**src/design/wsd_pkg.sv**
```systemverilog
// Shared types and constants for the WebSocket frame deframer.
// No dependencies; imported by every module of the block.
package wsd_pkg;

  typedef enum logic [2:0] {
    PH_HDR0  = 3'd0,
    PH_HDR1  = 3'd1,
    PH_EXT16 = 3'd2,
    PH_EXT64 = 3'd3,
    PH_MASK  = 3'd4,
    PH_DATA  = 3'd5,
    PH_HALT  = 3'd6
  } phase_t;

  typedef enum logic [1:0] {
    KIND_BYTE     = 2'd0,
    KIND_EMPTY    = 2'd1,
    KIND_UNMASKED = 2'd2,
    KIND_TOOLONG  = 2'd3
  } kind_t;

  localparam logic [6:0]  LEN_EXT16         = 7'd126;
  localparam logic [6:0]  LEN_EXT64         = 7'd127;
  localparam logic [2:0]  EXT16_LAST        = 3'd1;
  localparam logic [2:0]  EXT64_LAST        = 3'd7;
  localparam logic [2:0]  KEY_LAST          = 3'd3;
  localparam logic [31:0] MAX_PAYLOAD_RESET = 32'd16777216;
  localparam int          QUEUE_DEPTH       = 4;
  localparam int          QUEUE_AW          = $clog2(QUEUE_DEPTH);

  // One classified item handed from the parser to the output side.
  typedef struct packed {
    kind_t       kind;
    logic [7:0]  data;
    logic [7:0]  key;
    logic [3:0]  opcode;
    logic [31:0] frame_length;
    logic        last;
  } entry_t;

endpackage

```
**src/design/wsd_front.sv**
```systemverilog
// Header parser: accepts stream bytes, tracks the frame layout and
// turns payload bytes, empty frames and errors into queue entries. Depends on wsd_pkg.
module wsd_front import wsd_pkg::*; (
  input  logic        clk,
  input  logic        rst,
  input  logic        in_valid,
  output logic        in_ready,
  input  logic [7:0]  data_byte,
  input  logic        cfg_valid,
  output logic        cfg_ready,
  input  logic [31:0] max_payload,
  input  logic        queue_full,
  output logic        push,
  output entry_t      push_entry
);

  phase_t      phase, phase_next;
  logic [3:0]  frame_opcode, frame_opcode_next;
  logic        mask_flag, mask_flag_next;
  logic [63:0] length_acc, length_acc_next;
  logic [2:0]  byte_count, byte_count_next;
  logic [31:0] mask_key, mask_key_next;
  logic [31:0] payload_pos, payload_pos_next;
  logic [31:0] max_len;

  logic        accept;
  logic [63:0] acc_shift;
  logic [63:0] len_chk;
  logic        mflag_chk;
  logic        len_complete;
  logic        err_unmasked;
  logic        err_long;
  logic [31:0] len_sat;
  logic        key_done;
  logic        data_last;
  logic [7:0]  key_byte;

  assign in_ready  = !queue_full;
  assign cfg_ready = 1'b1;
  assign accept    = in_valid && in_ready;
  assign acc_shift = {length_acc[55:0], data_byte};

  always_comb begin
    len_chk   = acc_shift;
    mflag_chk = mask_flag;
    if (phase == PH_HDR1) begin
      len_chk   = {57'd0, data_byte[6:0]};
      mflag_chk = data_byte[7];
    end
    len_complete = ((phase == PH_HDR1) && (data_byte[6:0] != LEN_EXT16)
                    && (data_byte[6:0] != LEN_EXT64))
                || ((phase == PH_EXT16) && (byte_count == EXT16_LAST))
                || ((phase == PH_EXT64) && (byte_count == EXT64_LAST));
    err_unmasked = len_complete && !mflag_chk;
    err_long     = len_complete && mflag_chk && (len_chk > {32'd0, max_len});
    len_sat      = (len_chk[63:32] != 32'd0) ? 32'hFFFF_FFFF : len_chk[31:0];
    key_done     = (phase == PH_MASK) && (byte_count == KEY_LAST);
    data_last    = ({1'b0, payload_pos} + 33'd1) >= {1'b0, length_acc[31:0]};
    case (payload_pos[1:0])
      2'd0:    key_byte = mask_key[31:24];
      2'd1:    key_byte = mask_key[23:16];
      2'd2:    key_byte = mask_key[15:8];
      default: key_byte = mask_key[7:0];
    endcase
  end

  // next state
  always_comb begin
    phase_next        = phase;
    frame_opcode_next = frame_opcode;
    mask_flag_next    = mask_flag;
    length_acc_next   = length_acc;
    byte_count_next   = byte_count;
    mask_key_next     = mask_key;
    payload_pos_next  = payload_pos;
    if (accept) begin
      case (phase)
        PH_HDR0: begin
          frame_opcode_next = data_byte[3:0];
          phase_next        = PH_HDR1;
        end
        PH_HDR1: begin
          mask_flag_next  = data_byte[7];
          byte_count_next = 3'd0;
          length_acc_next = 64'd0;
          if (data_byte[6:0] == LEN_EXT16) begin
            phase_next = PH_EXT16;
          end else if (data_byte[6:0] == LEN_EXT64) begin
            phase_next = PH_EXT64;
          end else begin
            length_acc_next = len_chk;
            phase_next      = (err_unmasked || err_long) ? PH_HALT : PH_MASK;
          end
        end
        PH_EXT16, PH_EXT64: begin
          length_acc_next = acc_shift;
          if (len_complete) begin
            phase_next      = (err_unmasked || err_long) ? PH_HALT : PH_MASK;
            byte_count_next = 3'd0;
          end else begin
            byte_count_next = byte_count + 3'd1;
          end
        end
        PH_MASK: begin
          mask_key_next = {mask_key[23:0], data_byte};
          if (!key_done) begin
            byte_count_next = byte_count + 3'd1;
          end else begin
            byte_count_next  = 3'd0;
            payload_pos_next = 32'd0;
            phase_next       = (length_acc == 64'd0) ? PH_HDR0 : PH_DATA;
          end
        end
        PH_DATA: begin
          if (data_last) begin
            phase_next       = PH_HDR0;
            payload_pos_next = 32'd0;
          end else begin
            payload_pos_next = payload_pos + 32'd1;
          end
        end
        PH_HALT: begin
          phase_next = PH_HALT;
        end
        default: begin
          phase_next = PH_HALT;
        end
      endcase
    end
  end

  // queue entries
  always_comb begin
    push                    = 1'b0;
    push_entry.kind         = KIND_BYTE;
    push_entry.data         = 8'd0;
    push_entry.key          = 8'd0;
    push_entry.opcode       = frame_opcode;
    push_entry.frame_length = len_sat;
    push_entry.last         = 1'b0;
    if (accept) begin
      case (phase)
        PH_HDR1, PH_EXT16, PH_EXT64: begin
          if (err_unmasked) begin
            push            = 1'b1;
            push_entry.kind = KIND_UNMASKED;
          end else if (err_long) begin
            push            = 1'b1;
            push_entry.kind = KIND_TOOLONG;
          end
        end
        PH_MASK: begin
          if (key_done && (length_acc == 64'd0)) begin
            push                    = 1'b1;
            push_entry.kind         = KIND_EMPTY;
            push_entry.frame_length = 32'd0;
            push_entry.last         = 1'b1;
          end
        end
        PH_DATA: begin
          push                    = 1'b1;
          push_entry.data         = data_byte;
          push_entry.key          = key_byte;
          push_entry.frame_length = length_acc[31:0];
          push_entry.last         = data_last;
        end
        default: begin
          push = 1'b0;
        end
      endcase
    end
  end

  always_ff @(posedge clk) begin
    if (rst) begin
      phase        <= PH_HDR0;
      frame_opcode <= 4'd0;
      mask_flag    <= 1'b0;
      length_acc   <= 64'd0;
      byte_count   <= 3'd0;
      mask_key     <= 32'd0;
      payload_pos  <= 32'd0;
      max_len      <= MAX_PAYLOAD_RESET;
    end else begin
      phase        <= phase_next;
      frame_opcode <= frame_opcode_next;
      mask_flag    <= mask_flag_next;
      length_acc   <= length_acc_next;
      byte_count   <= byte_count_next;
      mask_key     <= mask_key_next;
      payload_pos  <= payload_pos_next;
      if (cfg_valid) begin
        max_len <= max_payload;
      end
    end
  end

endmodule

```
**src/design/wsd_queue.sv**
```systemverilog
// Short queue of classified entries between parser and output stage.
// Depends on wsd_pkg for the entry type and depth.
module wsd_queue import wsd_pkg::*; (
  input  logic   clk,
  input  logic   rst,
  input  logic   push,
  input  entry_t push_entry,
  output logic   full,
  output logic   nonempty,
  input  logic   pop,
  output entry_t head
);

  entry_t                mem [QUEUE_DEPTH];
  logic [QUEUE_AW-1:0]   wr_ptr;
  logic [QUEUE_AW-1:0]   rd_ptr;
  logic [QUEUE_AW:0]     count;

  assign full     = (count == (QUEUE_AW+1)'(QUEUE_DEPTH));
  assign nonempty = (count != '0);
  assign head     = mem[rd_ptr];

  always_ff @(posedge clk) begin
    if (push) begin
      mem[wr_ptr] <= push_entry;
    end
  end

  always_ff @(posedge clk) begin
    if (rst) begin
      wr_ptr <= '0;
      rd_ptr <= '0;
      count  <= '0;
    end else begin
      if (push) begin
        wr_ptr <= wr_ptr + 1'b1;
      end
      if (pop) begin
        rd_ptr <= rd_ptr + 1'b1;
      end
      if (push && !pop) begin
        count <= count + 1'b1;
      end else if (pop && !push) begin
        count <= count - 1'b1;
      end
    end
  end

endmodule

```
**src/design/wsd_back.sv**
```systemverilog
// Output stage: unmasks payload bytes and holds the result register.
// Depends on wsd_pkg for the entry type.
module wsd_back import wsd_pkg::*; (
  input  logic        clk,
  input  logic        rst,
  input  logic        nonempty,
  output logic        pop,
  input  entry_t      head,
  output logic        out_valid,
  input  logic        out_ready,
  output logic [1:0]  kind,
  output logic [7:0]  payload_byte,
  output logic [3:0]  opcode,
  output logic [31:0] frame_length,
  output logic        last
);

  assign pop = nonempty && (!out_valid || out_ready);

  always_ff @(posedge clk) begin
    if (rst) begin
      out_valid <= 1'b0;
    end else if (pop) begin
      out_valid <= 1'b1;
    end else if (out_ready) begin
      out_valid <= 1'b0;
    end
  end

  always_ff @(posedge clk) begin
    if (pop) begin
      kind         <= head.kind;
      payload_byte <= head.data ^ head.key;
      opcode       <= head.opcode;
      frame_length <= head.frame_length;
      last         <= head.last;
    end
  end

endmodule

```
**src/design/websocket_frame_deframer_top.sv**
```systemverilog
// WebSocket frame deframer, receive side. Top level joining parser,
// queue and output stage. Depends on wsd_pkg, wsd_front, wsd_queue, wsd_back.
//
// Input channel (in_valid/in_ready, data_byte): one stream byte per item.
// Output channel (out_valid/out_ready): kind, payload_byte, opcode,
// frame_length, last. Payload bytes come out unmasked; a zero-length frame
// gives one empty-frame item; an unmasked or too-long frame gives one error
// item and the parser then drops all further bytes until reset.
// Config channel (cfg_valid/cfg_ready, max_payload) writes the length limit;
// it is always ready.
// Throughput: one byte per cycle while the queue is not full. A result is
// written to the queue at the edge that accepts its byte and moves to the
// output register when the output stage pops it from the queue.
// A stalled receiver fills the four-entry queue; in_ready drops only when
// it is full. Header bytes need no queue slot but still wait while full.
// Reset clears the parser, empties the queue, drops out_valid and sets the
// limit to 16 MiB.
module websocket_frame_deframer_top import wsd_pkg::*; (
  input  logic        clk,
  input  logic        rst,
  input  logic        in_valid,
  output logic        in_ready,
  input  logic [7:0]  data_byte,
  input  logic        cfg_valid,
  output logic        cfg_ready,
  input  logic [31:0] max_payload,
  output logic        out_valid,
  input  logic        out_ready,
  output logic [1:0]  kind,
  output logic [7:0]  payload_byte,
  output logic [3:0]  opcode,
  output logic [31:0] frame_length,
  output logic        last
);

  logic   push;
  entry_t push_entry;
  logic   queue_full;
  logic   nonempty;
  logic   pop;
  entry_t head;

  wsd_front u_front (
    .clk        (clk),
    .rst        (rst),
    .in_valid   (in_valid),
    .in_ready   (in_ready),
    .data_byte  (data_byte),
    .cfg_valid  (cfg_valid),
    .cfg_ready  (cfg_ready),
    .max_payload(max_payload),
    .queue_full (queue_full),
    .push       (push),
    .push_entry (push_entry)
  );

  wsd_queue u_queue (
    .clk       (clk),
    .rst       (rst),
    .push      (push),
    .push_entry(push_entry),
    .full      (queue_full),
    .nonempty  (nonempty),
    .pop       (pop),
    .head      (head)
  );

  wsd_back u_back (
    .clk         (clk),
    .rst         (rst),
    .nonempty    (nonempty),
    .pop         (pop),
    .head        (head),
    .out_valid   (out_valid),
    .out_ready   (out_ready),
    .kind        (kind),
    .payload_byte(payload_byte),
    .opcode      (opcode),
    .frame_length(frame_length),
    .last        (last)
  );

endmodule
```
**config.mk**
```make
export PLATFORM = sky130hd
export DESIGN_NAME = websocket_frame_deframer_top
export DESIGN_NICKNAME = d
export VERILOG_FILES = /design/src/design/wsd_pkg.sv /design/src/design/wsd_front.sv /design/src/design/wsd_queue.sv /design/src/design/wsd_back.sv /design/src/design/websocket_frame_deframer_top.sv
export SDC_FILE = /design/constraint.sdc
export NUM_CORES = 1
export LEC_CHECK = 0
export ABC_AREA = 1
export BUFFER_PORTS_ARGS = -buffer_cell sky130_fd_sc_hd__buf_2
export CORE_MARGIN = 2
export CORE_UTILIZATION = 35
export CTS_CLUSTER_DIAMETER = 150
export CTS_CLUSTER_SIZE = 8
export DETAILED_ROUTE_END_ITERATION = 6
export RECOVER_POWER = 100
export SETUP_SLACK_MARGIN = 0.2
export SLEW_MARGIN = 20
export SYNTH_ARGS = -nofsm -noshare
export SYNTH_HDL_FRONTEND = slang
export SYNTH_HIERARCHICAL = 1
export SYNTH_SLANG_ARGS = --single-unit
export TNS_END_PERCENT = 1
```
**constraint.sdc**
```tcl
create_clock -name clk -period 5.1 [get_ports clk]
set_clock_uncertainty 0.15 [all_clocks]
set_input_delay 1.02 -clock clk [delete_from_list [all_inputs] [get_ports clk]]
set_output_delay 1.02 -clock clk [all_outputs]
set_load 0.005 [all_outputs]
```
==> metrics.txt <==
Via density 5.07; Yosys reg bits 448; hold slack slightly above 300 ps; Logic pwr share around 25%; CTS tree yes; die height approximately 250 um; Syn Inst Count 2159; Fmax achieved 224 MHz; Area Overhead vs Synth 13.7%; CP Capture Type flop; clk slew on worst S/H paths 60 ps; Hold Crit Class flop to flop; post-route ant nets 0; min Tclk post-route 4470 ps; slowest CP cell buf_6; Antenna Cells 0; Resized Gates After CTS 0; antenna violations before repair 2; P_int approximately 7.5 mW; CP max stage delay 510 ps; total power approximately 11 mW; Worst Tran Pin Value 2830 ps; setup total negative slack 0 ps; top_reg_cell synth edfxtp_1; CP dominant cell by count nand2_1; Setup Buffers After CTS 0; Mean Syn Cell Area 9.43 sq um; Ys Warns 6; final wirelength 51.9 mm; Critical Path Start Type flop; setup repair after global routing missed its margin no; Final HPWL DP 35.0 mm; Yosys cell types 46; clock sinks 448; gr ovfl total 0; WS Path Type flop to flop; worst path arrival time between 4000 and 5000 ps; CTS Hold Bufs 0; commonest non-fill, non-tap cell in the layout nor2_1; vias in the first global route 14600; crit-path leading delay family simple AND/OR/NAND/NOR gates; EDFF count, synth 267; Cell Area, Synth 20400 sq um; Iter 0 DRT Violations 1158; sequential share of power 42.3%; Total Die Area 60100 sq um; final hold viol count 0; CP bufs+invs 6; final setup fails 0; status finished with violations; MaxCap Viol Count 7; clk_lat worst skew 630 ps; core area 57600 sq um; fin crit share 87.6%; Psw 3.65 mW; first-pass GRT wire length about 80 mm; leak pwr 8.82 nW; worst-path cell chain inv_1 > nand3_2 > clkbuf_1 > nand2_1 > inv_1 > ha_1 > nand2_1 > nor2_1 > nand2_1 > nor3b_1 > nand2_1 > nand3_1 > nand3_1 > nand4_1 > nand2_1 > inv_1 > nand2_1 > inv_1 > buf_6; CTS HTree Levels 2; GP Congestion slightly above 0.9; vias 15400; share of cells above drive strength 1 8.26%; Chip Width 245 um; Slew HR -88.3%; switching share of total power between 30% and 40%; starting density of the core 35.4%; Power Density about 480 nW/um^2; FP Rows just under 90; clock root buffer clkbuf_16; PortBufs 93; Seq/Total Area, Yosys 57.2%; Clock Power Share 33.0%; commonest cells after routing, fill and taps aside nor2_1 (336), inv_1 (272), edfxtp_1 (267), nand2_1 (201), dfxtp_1 (181); largest net degree at the start of global routing 109; Total GRT Usage 17.0%; violated checks capacitance limit, slew limit; Fill cells 5561; Syn Nets approximately 2300; asr flop ratio synth 0%; DRT Pass-1 Iters 5; Req. time, crit path ~5200 ps; number of CTS-inserted buffers 61; Ports 95; crit path max fanout 55; wire length per cell 17.1 um; Clock Tree Buf Depth 3; Max IR drop VDD 284 uV; Slew Limit Fails about 480; nets@finish 2350; DRC Markers 0
-- cell families after synthesis --
kind of cell	count (synthesis)	synth area share, %
and+or+nand+nor	691	14.8
xor gates and xnor gates	39	1.68
other	1	0.0184
DFF	448	57.2
AOI/OAI and AO/OA	510	13.7
adders and majority gates	77	4.77
buffers and inverters	393	7.92
-- registers in the layout (all words and copies together) (netlist names), named ones only --
register,cells
u_back/frame_length,32
u_back/kind,2
u_back/last,1
u_back/opcode,4
u_back/out_valid,1
u_back/payload_byte,8
u_front/byte_count,3
u_front/frame_opcode,4
u_front/length_acc,64
u_front/mask_flag,1
u_front/mask_key,32
u_front/max_len,32
u_front/payload_pos,32
u_front/phase,3
u_queue/count,3
u_queue/mem,220
u_queue/rd_ptr,2
u_queue/wr_ptr,2
-- worst paths after layout --
check	startpoint	endpoint	slack, ps	depth (start not counted)
hold reg to reg	u_queue/rd_ptr[1]	u_queue/rd_ptr[1]	310	1
hold / removal	u_queue/rd_ptr[1]	u_queue/rd_ptr[1]	310	1
setup / recovery	u_front/phase[2]	u_queue/mem[3][19]	630	19
setup reg to reg	u_front/phase[2]	u_queue/mem[3][19]	630	19
-- cell type report --
cell class | instances | area, sq um | share of cell area [%]
clock buffers | 97 | 1660 | 7.18
clock inverters | 3 | 66.3 | 0.286
inverters | 283 | 1060 | 4.59
multi-input cells | 1318 | 7090 | 30.6
flip-flops and latches | 448 | 11600 | 50.3
well taps | 765 | 957 | 4.13
repair buffers | 116 | 666 | 2.88
-- stage by stage --
stage                     cell area [sq um]  cells  util (%)  setup slack (ps)
after floorplan                       20400   2159         -               314
after global placement                21500   2930      37.4               860
after detailed placement              21500   2930      37.4               777
after CTS                             23200   3030      40.4               746
after global routing                  23100   3030      40.2               221
final                                 23100   3030      40.2               630
-- Yosys cell counts (6+ instances only) --
library cell	n	area (sq um)
nor2_1	338	1270
inv_1	274	1030
edfxtp_1	267	8020
nand2_1	200	751
dfxtp_1	181	3620
o21ai_0	171	856
o22ai_1	144	901
a21oi_1	125	626
ha_1	76	951
clkbuf_1	73	274
nand4_1	65	407
o21ai_1	47	235
xor2_1	29	254
nand3_1	28	140
nor4_1	21	131
buf_6	15	169
buf_2	13	65.1
nor3_1	10	50.1
xnor2_1	10	87.6
a31oi_1	9	56.3
buf_1	7	26.3
inv_2	7	26.3
nor2_4	6	67.6
-- power by group through the flow --
stage | sequential [mW] | clock, mW | combinational [mW]
after global routing | 4.77 | 3.93 | 3.07
after floorplan | 4.77 | 0 | 1.95
after global placement | 4.76 | 0 | 2.76
after CTS | 4.71 | 3.77 | 2.81
after detailed placement | 4.77 | 0 | 2.81
final | 4.72 | 3.68 | 2.75
-- worst reg2reg max path, cell delays in order (launching register included) --
cell and delay (ps):
dfxtp_1 380, inv_1 160, nand3_2 370, clkbuf_1 400, nand2_1 120, inv_1 60
ha_1 290, nand2_1 50, nor2_1 120, nand2_1 90, nor3b_1 460, nand2_1 120
nand3_1 120, nand3_1 140, nand4_1 110, nand2_1 60, inv_1 160, nand2_1 70
inv_1 80, buf_6 510
-- layer usage --
layer	wire [um]	track usage [%]
met1	23500	22.8
met2	24100	27.4
met3	2900	2.82
met4	1400	6.49
met5	25	0
(Power assumes the default switching activity.)
